===== config.mk =====
export PLATFORM = sky130hd
export DESIGN_NAME = drive_run_mode_sequencer_core
export DESIGN_NICKNAME = d
export VERILOG_FILES = /design/src/drms_pkg.sv /design/src/drive_run_mode_sequencer_core.sv
export SDC_FILE = /design/constraint.sdc
export NUM_CORES = 2
export LEC_CHECK = 0
export ABC_CLOCK_PERIOD_IN_PS = 19300
export BUFFER_PORTS_ARGS = -buffer_cell sky130_fd_sc_hd__buf_4
export CAP_MARGIN = 5
export CORE_UTILIZATION = 32
export CTS_CLUSTER_SIZE = 25
export DETAILED_ROUTE_END_ITERATION = 16
export GPL_ROUTABILITY_DRIVEN = 1
export SYNTH_ARGS = -nofsm -noshare
export SYNTH_HDL_FRONTEND = slang
export SYNTH_SLANG_ARGS = --single-unit
export TNS_END_PERCENT = 10

===== constraint.sdc =====
create_clock -name i_clk -period 19.3 [get_ports i_clk]
set_input_delay 0.965 -clock i_clk [delete_from_list [all_inputs] [get_ports i_clk]]
set_output_delay 0.965 -clock i_clk [all_outputs]
set_load 0.005 [all_outputs]

===== src/drms_pkg.sv =====
`timescale 1ns / 1ps
// Shared types and constants of the drive run-mode sequencer.
// No dependencies.
package drms_pkg;

    localparam int SENSOR_CHANNELS = 12;
    localparam int SENSOR_W        = 12;
    localparam int TICK_W          = 32;
    localparam int CFG_INDEX_W     = 3;
    localparam int CFG_DATA_W      = 24;

    // Channels beyond the sensor field width never count.
    localparam logic [SENSOR_W-1:0] C_BLACK_MASK =
        SENSOR_W'((64'd1 << SENSOR_CHANNELS) - 64'd1);

    localparam logic [7:0]  C_STREAK_MAX = 8'd255;
    localparam logic [23:0] C_PREPARE_TICKS_RST = 24'd3000;
    localparam logic [23:0] C_GUARD_TICKS_RST   = 24'd1000;
    localparam logic [7:0]  C_STOP_STREAK_RST   = 8'd3;
    localparam logic [11:0] C_BASE_SPEED_RST    = 12'd1000;
    localparam logic [14:0] C_CORR_LIMIT_RST    = 15'd8192;

    // Q2.14 unity
    localparam logic signed [16:0] C_Q14_ONE = 17'sd16384;

    localparam logic [CFG_INDEX_W-1:0] CFG_PREPARE_TICKS = 3'd0;
    localparam logic [CFG_INDEX_W-1:0] CFG_GUARD_TICKS   = 3'd1;
    localparam logic [CFG_INDEX_W-1:0] CFG_STOP_STREAK   = 3'd2;
    localparam logic [CFG_INDEX_W-1:0] CFG_BASE_SPEED    = 3'd3;
    localparam logic [CFG_INDEX_W-1:0] CFG_CORR_LIMIT    = 3'd4;

    typedef enum logic [1:0] {
        PH_OFF  = 2'd0,
        PH_PREP = 2'd1,
        PH_ON   = 2'd2,
        PH_STOP = 2'd3
    } t_phase;

    typedef enum logic [1:0] {
        MD_IDLE     = 2'd0,
        MD_STRAIGHT = 2'd1,
        MD_TRACK    = 2'd2
    } t_mode;

    typedef enum logic [1:0] {
        ACT_ZERO     = 2'd0,
        ACT_STRAIGHT = 2'd1,
        ACT_TRACK    = 2'd2
    } t_action;

endpackage


===== src/drive_run_mode_sequencer_core.sv =====
`timescale 1ns / 1ps
// An input is captured in the input register, then its result in the result register;
// the phase/mode update and the two speed products sit between.
// Throughput: one item per cycle, as long as the result side does not stall.
// Reset (i_rst_n low, synchronous): phase off, mode idle, history cleared,
// configuration registers back to their defaults, both stages empty.
module drive_run_mode_sequencer_core (
    input  logic                                 i_clk,
    input  logic                                 i_rst_n,
    // configuration write channel
    input  logic                                 i_cfg_valid,
    output logic                                 o_cfg_ready,
    input  logic [drms_pkg::CFG_INDEX_W-1:0]     i_cfg_index,
    input  logic [drms_pkg::CFG_DATA_W-1:0]      i_cfg_data,
    // input channel
    input  logic                                 i_in_valid,
    output logic                                 o_in_stall,
    input  logic                                 i_reset_event,
    input  logic                                 i_mode_event,
    input  logic                                 i_toggle_event,
    input  logic [drms_pkg::TICK_W-1:0]          i_now_tick,
    input  logic                                 i_sensor_read_ok,
    input  logic [drms_pkg::SENSOR_W-1:0]        i_sensor_bits,
    input  logic signed [15:0]                   i_sensor_weight,
    // result channel
    output logic                                 o_out_valid,
    input  logic                                 i_out_stall,
    output logic [1:0]                           o_run_phase,
    output logic [1:0]                           o_drive_mode,
    output logic [1:0]                           o_loop_action,
    output logic                                 o_controller_clear,
    output logic                                 o_guard_open,
    output logic signed [15:0]                   o_steer_correction,
    output logic signed [14:0]                   o_left_speed_target,
    output logic signed [14:0]                   o_right_speed_target
);
    import drms_pkg::*;

    // configuration
    logic [23:0] r_prepare_ticks;
    logic [23:0] r_guard_ticks;
    logic [7:0]  r_stop_streak;
    logic [11:0] r_base_speed;
    logic [14:0] r_corr_limit;

    // input stage
    logic                 r_in_valid;
    logic                 r_reset_ev;
    logic                 r_mode_ev;
    logic                 r_toggle_ev;
    logic [TICK_W-1:0]    r_now;
    logic                 r_read_ok;
    logic [SENSOR_W-1:0]  r_bits;
    logic signed [15:0]   r_weight;

    // sequencer state
    t_phase               r_phase;
    t_mode                r_mode;
    logic [TICK_W-1:0]    r_prep_start;
    logic                 r_guard_armed;
    logic [TICK_W-1:0]    r_guard_deadline;
    logic [7:0]           r_streak;
    logic signed [15:0]   r_held_weight;
    logic                 r_held_valid;

    // next state
    t_phase               n_phase;
    t_mode                n_mode;
    logic [TICK_W-1:0]    n_prep_start;
    logic                 n_guard_armed;
    logic [TICK_W-1:0]    n_guard_deadline;
    logic [7:0]           n_streak;
    logic signed [15:0]   n_held_weight;
    logic                 n_held_valid;
    logic                 n_clear;
    t_action              n_action;
    logic                 n_guard_open;
    logic signed [15:0]   n_corr;
    logic signed [14:0]   n_left;
    logic signed [14:0]   n_right;

    // result stage
    logic                 r_out_valid;
    logic [1:0]           r_run_phase;
    logic [1:0]           r_drive_mode;
    logic [1:0]           r_loop_action;
    logic                 r_clear;
    logic                 r_guard_open;
    logic signed [15:0]   r_corr;
    logic signed [14:0]   r_left;
    logic signed [14:0]   r_right;

    logic                 w_adv;
    logic                 w_in_take;
    logic                 w_black;
    logic [TICK_W-1:0]    w_prep_elapsed;
    logic [TICK_W-1:0]    w_guard_diff;
    logic signed [16:0]   w_weight;
    logic signed [16:0]   w_lim;
    logic signed [16:0]   w_fac_l;
    logic signed [16:0]   w_fac_r;
    logic signed [29:0]   w_prod_l;
    logic signed [29:0]   w_prod_r;
    logic signed [29:0]   w_rnd_l;
    logic signed [29:0]   w_rnd_r;

    assign o_cfg_ready = 1'b1;

    assign w_adv      = !r_out_valid || !i_out_stall;
    assign o_in_stall = r_in_valid && !w_adv;
    assign w_in_take  = i_in_valid && !o_in_stall;

    assign w_black = r_read_ok && ((r_bits & C_BLACK_MASK) != '0);
    assign w_lim   = $signed({2'b00, r_corr_limit});

    always_comb begin
        n_phase          = r_phase;
        n_mode           = r_mode;
        n_prep_start     = r_prep_start;
        n_guard_armed    = r_guard_armed;
        n_guard_deadline = r_guard_deadline;
        n_streak         = r_streak;
        n_held_weight    = r_held_weight;
        n_held_valid     = r_held_valid;
        n_clear          = 1'b0;
        n_action         = ACT_ZERO;
        n_guard_open     = 1'b0;
        w_weight         = '0;
        w_prep_elapsed   = '0;
        w_guard_diff     = '0;

        // button events: reset wins over mode and toggle
        if (r_reset_ev) begin
            n_mode       = MD_IDLE;
            n_phase      = PH_OFF;
            n_streak     = '0;
            n_clear      = 1'b1;
            n_prep_start = '0;
        end else begin
            if (r_mode_ev) begin
                unique case (r_mode)
                    MD_IDLE:     n_mode = MD_STRAIGHT;
                    MD_STRAIGHT: n_mode = MD_TRACK;
                    MD_TRACK:    n_mode = MD_IDLE;
                    default:     n_mode = MD_STRAIGHT;
                endcase
                n_phase  = PH_OFF;
                n_streak = '0;
                n_clear  = 1'b1;
            end
            if (r_toggle_ev) begin
                if (n_phase == PH_OFF) begin
                    if (n_mode != MD_IDLE) begin
                        n_phase      = PH_PREP;
                        n_streak     = '0;
                        n_clear      = 1'b1;
                        n_prep_start = r_now;
                    end
                end else if (n_phase == PH_PREP || n_phase == PH_ON) begin
                    n_phase  = PH_OFF;
                    n_streak = '0;
                    n_clear  = 1'b1;
                end
            end
        end

        w_prep_elapsed = r_now - n_prep_start;
        if (n_phase == PH_PREP && w_prep_elapsed >= {8'd0, r_prepare_ticks}) begin
            n_phase  = PH_ON;
            n_streak = '0;
            n_clear  = 1'b1;
        end

        // a phase entry from the events or the prepare timer drops the history
        if (n_clear) begin
            n_guard_armed    = 1'b0;
            n_guard_deadline = '0;
            n_held_weight    = '0;
            n_held_valid     = 1'b0;
        end

        // every path except straight/track in phase on drops the history
        if (n_phase != PH_ON) begin
            n_guard_armed    = 1'b0;
            n_guard_deadline = '0;
            n_held_weight    = '0;
            n_held_valid     = 1'b0;
        end else begin
            unique case (n_mode)
                MD_STRAIGHT: begin
                    if (!n_guard_armed) begin
                        n_guard_armed    = 1'b1;
                        n_guard_deadline = r_now + {8'd0, r_guard_ticks};
                    end
                    w_guard_diff  = r_now - n_guard_deadline;
                    n_guard_open  = w_guard_diff[TICK_W-1];
                    n_held_weight = '0;
                    n_held_valid  = 1'b0;
                    if (n_guard_open) begin
                        n_streak = '0;
                        n_action = ACT_STRAIGHT;
                    end else begin
                        if (w_black) begin
                            if (n_streak < C_STREAK_MAX) begin
                                n_streak = n_streak + 8'd1;
                            end
                        end else begin
                            n_streak = '0;
                        end
                        if (n_streak >= r_stop_streak) begin
                            n_phase  = PH_STOP;
                            n_streak = '0;
                            n_clear  = 1'b1;
                            n_mode   = MD_IDLE;
                        end else begin
                            n_action = ACT_STRAIGHT;
                        end
                    end
                end
                MD_TRACK: begin
                    n_streak         = '0;
                    n_guard_armed    = 1'b0;
                    n_guard_deadline = '0;
                    if (w_black) begin
                        w_weight      = 17'(r_weight);
                        n_held_weight = r_weight;
                        n_held_valid  = 1'b1;
                    end else if (n_held_valid) begin
                        w_weight = 17'(n_held_weight);
                    end
                    if (w_weight < -w_lim) begin
                        w_weight = -w_lim;
                    end
                    if (w_weight > w_lim) begin
                        w_weight = w_lim;
                    end
                    n_action = ACT_TRACK;
                end
                MD_IDLE: begin
                    n_streak         = '0;
                    n_guard_armed    = 1'b0;
                    n_guard_deadline = '0;
                    n_held_weight    = '0;
                    n_held_valid     = 1'b0;
                end
                default: begin
                    n_guard_armed    = 1'b0;
                    n_guard_deadline = '0;
                    n_held_weight    = '0;
                    n_held_valid     = 1'b0;
                    n_phase          = PH_OFF;
                    n_streak         = '0;
                    n_clear          = 1'b1;
                end
            endcase
        end
    end

    // track speeds: base * (1 -/+ c), rounded half away from zero
    assign n_corr   = w_weight[15:0];
    assign w_fac_l  = C_Q14_ONE - w_weight;
    assign w_fac_r  = C_Q14_ONE + w_weight;
    assign w_prod_l = $signed({1'b0, r_base_speed}) * w_fac_l;
    assign w_prod_r = $signed({1'b0, r_base_speed}) * w_fac_r;
    assign w_rnd_l  = (w_prod_l + (w_prod_l[29] ? 30'sd8191 : 30'sd8192)) >>> 14;
    assign w_rnd_r  = (w_prod_r + (w_prod_r[29] ? 30'sd8191 : 30'sd8192)) >>> 14;
    assign n_left   = (n_action == ACT_TRACK) ? w_rnd_l[14:0] : '0;
    assign n_right  = (n_action == ACT_TRACK) ? w_rnd_r[14:0] : '0;

    always_ff @(posedge i_clk) begin
        if (!i_rst_n) begin
            r_prepare_ticks  <= C_PREPARE_TICKS_RST;
            r_guard_ticks    <= C_GUARD_TICKS_RST;
            r_stop_streak    <= C_STOP_STREAK_RST;
            r_base_speed     <= C_BASE_SPEED_RST;
            r_corr_limit     <= C_CORR_LIMIT_RST;
            r_in_valid       <= 1'b0;
            r_out_valid      <= 1'b0;
            r_phase          <= PH_OFF;
            r_mode           <= MD_IDLE;
            r_prep_start     <= '0;
            r_guard_armed    <= 1'b0;
            r_guard_deadline <= '0;
            r_streak         <= '0;
            r_held_weight    <= '0;
            r_held_valid     <= 1'b0;
        end else begin
            if (i_cfg_valid && o_cfg_ready) begin
                unique case (i_cfg_index)
                    CFG_PREPARE_TICKS: r_prepare_ticks <= i_cfg_data;
                    CFG_GUARD_TICKS:   r_guard_ticks   <= i_cfg_data;
                    CFG_STOP_STREAK:   r_stop_streak   <= i_cfg_data[7:0];
                    CFG_BASE_SPEED:    r_base_speed    <= i_cfg_data[11:0];
                    CFG_CORR_LIMIT:    r_corr_limit    <= i_cfg_data[14:0];
                    default: ;
                endcase
            end

            if (w_in_take) begin
                r_in_valid <= 1'b1;
            end else if (w_adv) begin
                r_in_valid <= 1'b0;
            end

            if (w_adv) begin
                r_out_valid <= r_in_valid;
                if (r_in_valid) begin
                    r_phase          <= n_phase;
                    r_mode           <= n_mode;
                    r_prep_start     <= n_prep_start;
                    r_guard_armed    <= n_guard_armed;
                    r_guard_deadline <= n_guard_deadline;
                    r_streak         <= n_streak;
                    r_held_weight    <= n_held_weight;
                    r_held_valid     <= n_held_valid;
                end
            end
        end
    end

    // payload registers
    always_ff @(posedge i_clk) begin
        if (w_in_take) begin
            r_reset_ev  <= i_reset_event;
            r_mode_ev   <= i_mode_event;
            r_toggle_ev <= i_toggle_event;
            r_now       <= i_now_tick;
            r_read_ok   <= i_sensor_read_ok;
            r_bits      <= i_sensor_bits;
            r_weight    <= i_sensor_weight;
        end
        if (w_adv && r_in_valid) begin
            r_run_phase   <= n_phase;
            r_drive_mode  <= n_mode;
            r_loop_action <= n_action;
            r_clear       <= n_clear;
            r_guard_open  <= n_guard_open;
            r_corr        <= n_corr;
            r_left        <= n_left;
            r_right       <= n_right;
        end
    end

    assign o_out_valid          = r_out_valid;
    assign o_run_phase          = r_run_phase;
    assign o_drive_mode         = r_drive_mode;
    assign o_loop_action        = r_loop_action;
    assign o_controller_clear   = r_clear;
    assign o_guard_open         = r_guard_open;
    assign o_steer_correction   = r_corr;
    assign o_left_speed_target  = r_left;
    assign o_right_speed_target = r_right;

    // track action only comes out of phase on in track mode
    a_track_ctx: assert property (@(posedge i_clk) disable iff (!i_rst_n)
        (o_out_valid && o_loop_action == ACT_TRACK) |->
        (o_drive_mode == MD_TRACK && o_run_phase == PH_ON))
        else $error("track action outside track/on");

    a_idle_zero: assert property (@(posedge i_clk) disable iff (!i_rst_n)
        (o_out_valid && o_loop_action != ACT_TRACK) |->
        (o_steer_correction == 16'sd0 && o_left_speed_target == 15'sd0
         && o_right_speed_target == 15'sd0))
        else $error("steering outputs nonzero outside track");

    a_guard_straight: assert property (@(posedge i_clk) disable iff (!i_rst_n)
        (o_out_valid && o_guard_open) |-> (o_loop_action == ACT_STRAIGHT))
        else $error("guard open without straight action");

    a_corr_clamped: assert property (@(posedge i_clk) disable iff (!i_rst_n)
        (o_out_valid && o_loop_action == ACT_TRACK) |->
        (17'(o_steer_correction) <= w_lim && 17'(o_steer_correction) >= -w_lim))
        else $error("steer correction beyond limit");

endmodule


# ---- After elaboration in Yosys (flattened, before gate mapping)
# Cells that the tools add are included.
dict set report totals {
  regBits 297
  latchBits 0
  ramBits 0
  mem_bits_ro 0
  inputBits 96
  memories 0
}
dict set report classes {
  add_sub_neg 9
  multipliers 2
  div 0
  n_lt_le_gt_ge 5
  n_eq_ne 13
  shifts 0
  n_mux 86
  bitwise 1
  n_reduce_logical 25
}
# operator n
set ops {}
lappend ops {{$mux 32} 10}
lappend ops {{$mux 17} 10}
lappend ops {{$mux 8} 16}
lappend ops {{$mux 16} 4}
lappend ops {{$sub 32x32->32} 2}
lappend ops {{$mul 13x17->30} 2}
lappend ops {{$add 29x15->29} 2}
lappend ops {{$mux 2} 19}
lappend ops {{$add 32x24->32} 1}
lappend ops {{$ge 32x24->1} 1}
lappend ops {{$mux 14} 2}
lappend ops {{$mux 1} 21}
lappend ops {{$add 16x17->17 const A} 1}
lappend ops {{$gt 17x16->1} 1}
lappend ops {{$lt 17x17->1} 1}
lappend ops {{$neg 15->17} 1}
lappend ops {{$sub 16x17->17 const A} 1}
lappend ops {{$pmux 2 s2} 3}
lappend ops {{$reduce_and 2->1} 6}
lappend ops {{$reduce_bool 12->1} 1}
lappend ops {{$add 8x1->8 const B} 1}
lappend ops {{$eq 2x1->1 const B} 4}
lappend ops {{$eq 2x2->1 const B} 4}
lappend ops {{$ge 8x8->1} 1}
lappend ops {{other kinds (14)} 26}

# ---- Longest topological paths before layout
dict set report logic_depth {
  depth_word 30
  depth_mapped 107
}

# ---- Worst setup path after synthesis
# No wires, ideal clock.
dict set report synth_path {
  path_type {reg-to-reg}
  start {register r_mode_ev}
  end {register r_right[14], in the netlist o_right_speed_target[14], data pin}
  setup_time_ns 0.270
  arrival_time_ns 20.652
  required_ns 19.030
  path_slack_ns -1.622
  path_stages_with_launch 99
  path_buffers 8
  synth_period_minus_slack_ns 20.922
  path_cell_list {edfxtp_1 buf_2 nor2b_1 inv_1 ha_1 inv_1 nor4_1 clkbuf_1 clkbuf_1 mux2i_1 or2_2 ha_1 a21oi_1 nand2_1 o211ai_1 nand2b_1 a21oi_1 nor2_1 [63 not listed] nand3_1 nand2_1 a41oi_1 a2111oi_0 o31ai_1 o21bai_1 a21oi_1 xnor2_1 inv_1 ha_1 nand3_1 nor2_1 nand3_1 a2111oi_0 o21ai_1 nor4_1 a21o_1 a21oi_1}
}
dict set report synth_between {
  elab_chain_cells 28
  word_cells_on_any_way 78
}
# item line_no
set synth_rtl {}
lappend synth_rtl {{from (decl)} drive_run_mode_sequencer_core.sv:49} ;# logic r_mode_ev;
lappend synth_rtl {{from (signal assigned)} drive_run_mode_sequencer_core.sv:325} ;# r_mode_ev <= i_mode_event;
lappend synth_rtl {{$mux 2} drive_run_mode_sequencer_core.sv:140} ;# if (r_mode_ev) begin
lappend synth_rtl {{$mux 2} drive_run_mode_sequencer_core.sv:133} ;# if (r_reset_ev) begin
lappend synth_rtl {{$reduce_bool 2->1, or another cell as far along} drive_run_mode_sequencer_core.sv:153} ;# if (n_mode != MD_IDLE) begin
lappend synth_rtl {{$mux 32 / $logic_or 1x1->1 (equally long branches)} {drive_run_mode_sequencer_core.sv:153, drive_run_mode_sequencer_core.sv:159}}
lappend synth_rtl {{$mux 32 / $mux 2 (equally long branches)} {drive_run_mode_sequencer_core.sv:152, drive_run_mode_sequencer_core.sv:159}}
lappend synth_rtl {{$mux 32 / $mux 2 (equally long branches)} {drive_run_mode_sequencer_core.sv:151, drive_run_mode_sequencer_core.sv:152}}
lappend synth_rtl {{$mux 32 / $mux 2 (equally long branches)} {drive_run_mode_sequencer_core.sv:133, drive_run_mode_sequencer_core.sv:151}}
lappend synth_rtl {{$sub 32x32->32 / $mux 2 (equally long branches)} {drive_run_mode_sequencer_core.sv:167, drive_run_mode_sequencer_core.sv:133}}
lappend synth_rtl {{[13 not listed]} n/a}
lappend synth_rtl {{$mux 17} drive_run_mode_sequencer_core.sv:234} ;# if (w_weight > w_lim) begin
lappend synth_rtl {{$mux 17} drive_run_mode_sequencer_core.sv:189} ;# unique case (n_mode)
lappend synth_rtl {{$mux 17 *} drive_run_mode_sequencer_core.sv:183} ;# if (n_phase != PH_ON) begin
lappend synth_rtl {{named net w_weight[15]} drive_run_mode_sequencer_core.sv:98} ;# logic signed [16:0] w_weight;
lappend synth_rtl {{$add 16x17->17 *} drive_run_mode_sequencer_core.sv:262} ;# assign w_fac_r = C_Q14_ONE + w_weight;
lappend synth_rtl {{$mul 13x17->30 *} drive_run_mode_sequencer_core.sv:264} ;# assign w_prod_r = $signed({1'b0, r_base_speed}) * w_fac_r;
lappend synth_rtl {{$mux 14} drive_run_mode_sequencer_core.sv:266} ;# assign w_rnd_r = (w_prod_r + (w_prod_r[29] ? 30'sd8191 : 30'sd8192)) >>> 14;
lappend synth_rtl {{$add 29x15->29 *} drive_run_mode_sequencer_core.sv:266}
lappend synth_rtl {{to (signal assigned)} drive_run_mode_sequencer_core.sv:340} ;# r_right <= n_right;
lappend synth_rtl {{to (decl)} drive_run_mode_sequencer_core.sv:91} ;# logic signed [14:0] r_right;
# Mark *: on every way through the listed nets, which the timed path passes. The rest lies on a longest branch. The select of a mux whose other input is x is not followed.
# A chain may end at the register's enable or synchronous reset.

# ---- Final worst setup path
dict set report layout_path {
  start {register r_mode_ev}
  end {register r_left[6], in the netlist o_left_speed_target[6], data pin}
}
dict set report layout_between {
  elab_chain_cells 28
  word_cells_on_any_way 78
}
# item line_no
set layout_rtl {}
lappend layout_rtl {{$mux 2} drive_run_mode_sequencer_core.sv:140}
lappend layout_rtl {{$mux 2} drive_run_mode_sequencer_core.sv:133}
lappend layout_rtl {{$reduce_bool 2->1, or another cell as far along} drive_run_mode_sequencer_core.sv:153}
lappend layout_rtl {{$mux 32 / $logic_or 1x1->1 (equally long branches)} {drive_run_mode_sequencer_core.sv:153, drive_run_mode_sequencer_core.sv:159}}
lappend layout_rtl {{$mux 32 / $mux 2 (equally long branches)} {drive_run_mode_sequencer_core.sv:152, drive_run_mode_sequencer_core.sv:159}}
lappend layout_rtl {{$mux 32 / $mux 2 (equally long branches)} {drive_run_mode_sequencer_core.sv:151, drive_run_mode_sequencer_core.sv:152}}
lappend layout_rtl {{$mux 32 / $mux 2 (equally long branches)} {drive_run_mode_sequencer_core.sv:133, drive_run_mode_sequencer_core.sv:151}}
lappend layout_rtl {{$sub 32x32->32 / $mux 2 (equally long branches)} {drive_run_mode_sequencer_core.sv:167, drive_run_mode_sequencer_core.sv:133}}
lappend layout_rtl {{[12 not listed]} n/a}
lappend layout_rtl {{$gt 17x16->1} drive_run_mode_sequencer_core.sv:234}
lappend layout_rtl {{$mux 17} drive_run_mode_sequencer_core.sv:234}
lappend layout_rtl {{$mux 17} drive_run_mode_sequencer_core.sv:189}
lappend layout_rtl {{$mux 17} drive_run_mode_sequencer_core.sv:183}
lappend layout_rtl {{$sub 16x17->17} drive_run_mode_sequencer_core.sv:261} ;# assign w_fac_l = C_Q14_ONE - w_weight;
lappend layout_rtl {{$mul 13x17->30} drive_run_mode_sequencer_core.sv:263} ;# assign w_prod_l = $signed({1'b0, r_base_speed}) * w_fac_l;
lappend layout_rtl {{$mux 14} drive_run_mode_sequencer_core.sv:265} ;# assign w_rnd_l = (w_prod_l + (w_prod_l[29] ? 30'sd8191 : 30'sd8192)) >>> 14;
lappend layout_rtl {{$add 29x15->29} drive_run_mode_sequencer_core.sv:265}
lappend layout_rtl {{to (signal assigned)} drive_run_mode_sequencer_core.sv:339} ;# r_left <= n_left;
lappend layout_rtl {{to (decl)} drive_run_mode_sequencer_core.sv:90} ;# logic signed [14:0] r_left;
# Parallel ways exist; a longest one is shown, timed or not. The select of a mux whose other input is x is not followed.

==> results.sh <==
export IMPL_synth_seq_cells=297
export IMPL_drt_iter0_markers=1619
export IMPL_ys_types=90
export IMPL_maxCapViolations=0
export IMPL_hold_path_class="register to register"
export IMPL_drv_slew=0
export IMPL_fin_hold_ws_ps=452
export IMPL_finalSetupViolations=14
export IMPL_top_usage_layer="met2"
export IMPL_synth_ff_type="dfxtp_1"
export IMPL_grtUsageMet1=0.243
export IMPL_cp_required_ps=19770
export IMPL_first_global_vias=29900
export IMPL_globalRoute_totalOverflow=0
export IMPL_rsz0062_at_grt="yes"
export IMPL_ys_warn_count=0
export IMPL_yosys_top_cells_area="fa_1 (22%), ha_1 (11%), dfxtp_1 (10%)"
export IMPL_period_share=1.01
export IMPL_synth_edf_count=118
export IMPL_ant_nets=0
export IMPL_ys_seq_area_frac=0.205
export IMPL_dp_hpwl_microns=82500
export IMPL_synthCells=4037
export IMPL_clk_latency_ps=630
export IMPL_leakagePower_nw=19.7
export IMPL_grt_use_total=0.193
export IMPL_period_needed_ps=19520
export IMPL_grt_max_degree=102
export IMPL_placed_cells=5809
export IMPL_wl_per_cell_microns=17.8
export IMPL_postLayoutCellArea_sq_um=43300
export IMPL_met3_usage=0.0292
export IMPL_async_reset_ff_frac=0
export IMPL_slowest_delay_ps=550
export IMPL_syn_nets=4823
export IMPL_hold_viol_final=0
export IMPL_yosys_area_top_type="fa_1"
export IMPL_dieArea_sq_um=110000
export IMPL_synth_top_area_share=0.216
export IMPL_rows=120
export IMPL_ir_worst_vdd_mv=0.0713
export IMPL_p_total_w=0.00195
export IMPL_violations="negative setup slack"
export IMPL_start_util=0.323
export IMPL_hold_buffers=0
export IMPL_area_growth_pct=24.6
export IMPL_start_kind="register"
export IMPL_instances_no_fill=5961
export IMPL_yosysMostFrequentCell="inv_1"
export IMPL_num_vias=29500
export IMPL_placed_cell_area_sq_um=40200
export IMPL_cp_data_arrival_time_ps=19990
export IMPL_clkTransAtPathRegs_ps=60
export IMPL_place_congestion=0.917
export IMPL_syn_area_per_cell_sq_um=8.60
export IMPL_p_per_area_nw_per_um2=45.1
export IMPL_dr_pass1_iters=5
export IMPL_grt_antenna_before_repair=7
export IMPL_die_h_microns=331
export IMPL_coreArea_sq_um=107000
export IMPL_wirelength_microns=106000
export IMPL_cts_buffers_inserted=40
export IMPL_drcViolationCount=0
export IMPL_tightest_slew_ps=1180
export IMPL_synthTopCellsByCount="inv_1 (591), nand2_1 (545), fa_1 (375)"
export IMPL_cts_tree="built"
export IMPL_setup_ws_ps=-223
export IMPL_slew_headroom=0.208
export IMPL_crit_path_top_delay_cell="or4_4"
export IMPL_cts_root_buffer="clkbuf_16"
export IMPL_htreeDepth=2
export IMPL_clockBufferDepth=3
export IMPL_cts_sinks=297
export IMPL_path_class="register to register"
export IMPL_vias_per_cell=4.94
export IMPL_final_nets=5311
export IMPL_status="finished, violations left"
export IMPL_port_buffers=151
export IMPL_finalClockSkew_ps=30.6
export IMPL_syn_area_sq_um=34700
export IMPL_end_kind="register"
export IMPL_cp_max_fo=8
export IMPL_die_w_microns=331
export IMPL_grt_util_met2=0.340
export IMPL_grt_first_pass_wirelength_microns=167000
export IMPL_fmax_ghz=0.0512
export IMPL_final_layout_size_suffix_gt1_frac=0.204
export IMPL_ioPinCount=153
-- layer usage --
metal  vias to the layer above  wire, microns
met5                         -             67
met1                     14400          46100
met4                        10           2990
met2                       676          51500
li1                      14200              -
met3                       164           5540
-- logic make-up after synthesis --
kind of cell	after synthesis	share of synthesized area
simple gates	1370	0.192
fa+ha+maj	691	0.330
buf+inv	774	0.0846
flops	297	0.205
xor+xnor	162	0.0409
mux	57	0.0169
other cells	1	0.000108
compound gates	685	0.130
-- power breakdown --
part	switching (W)	internal (W)	total (W)
clock network	0.000333	0.000454	0.000787
registers	0.0000242	0.000673	0.000697
logic	0.000255	0.000210	0.000465
total	0.000612	0.00134	0.00195
-- sequential cells by signal (all words and copies together), names as in the netlist, 16 cells and up --
signal / cells
r_weight: 16
r_prep_start: 32
r_guard_ticks: 24
r_prepare_ticks: 24
o_steer_correction: 16
r_now: 32
r_guard_deadline: 32
r_held_weight: 16
-- per-stage QoR --
stage          setup slack [ps]  utilization  TNS [ps]
5_1_grt                   -1110        0.403    -29810
4_1_cts                    -162        0.397     -2010
2_1_floorplan             -6.51            -     -13.0
6_report                   -223        0.403     -1450
3_5_place_dp              -1370        0.374    -30510
3_3_place_gp              -1120        0.374    -23110
-- repair_timing --
item,4_1_cts,5_1_grt
gates resized for setup,129,79
buffers inserted,53,25
setup endpoints to repair,30,30
pin swaps,89,103
gates cloned,1,0
-- path summary, 6_finish.rpt --
| check | from | end | slack (ps) | cells past startpoint |
|---|---|---|---|---|
| worst max-delay path | r_mode_ev$_DFFE_PP_ | o_left_speed_target[6]$_SDFFCE_PP0P_ | -220 | 94 |
| worst max register to register | r_mode_ev$_DFFE_PP_ | o_left_speed_target[6]$_SDFFCE_PP0P_ | -220 | 94 |
| worst min register to register | r_guard_deadline[28]$_SDFFE_PN0P_ | r_guard_deadline[28]$_SDFFE_PN0P_ | 450 | 2 |
| worst min-delay path | r_guard_deadline[28]$_SDFFE_PN0P_ | r_guard_deadline[28]$_SDFFE_PN0P_ | 450 | 2 |
-- layout make-up --
cell class                      instances  area [sq um]
Clock buffer                           57          1200
Clock inverter                         17           186
Antenna cell                            1          2.50
Fill cell                           10700         64100
Tap cell                             1403          1760
Timing Repair Buffer                  627          4920
Inverter                              592          2230
Multi-Input combinational cell       2967         25800
Sequential cell                       297          7130
-- critical path, delay by kind of cell (launching register included) --
family | cells | cell delay [ps]
AO/OA/AOI/OAI | 36 | 6600
AND/OR/NAND/NOR | 25 | 5350
adder cells (fa/ha/maj) | 12 | 4160
buffers and inverters | 16 | 1880
XOR/XNOR | 3 | 480
multiplexers | 2 | 460
flip-flops | 1 | 390
-- cells in the final DEF (no fill, tap or decap), types with 118 or more instances in the layout --
cell type | synthesis | layout
a21oi_1 | 183 | 160
nand2_1 | 545 | 539
inv_1 | 591 | 577
fa_1 | 375 | 372
edfxtp_1 | 118 | 118
ha_1 | 315 | 294
and2_1 | 227 | 219
o21ai_0 | 137 | 123
dfxtp_1 | 179 | 173
buf_4 | 2 | 597
nor2_1 | 182 | 180
No activity file was read; power rests on OpenSTA's default activity.
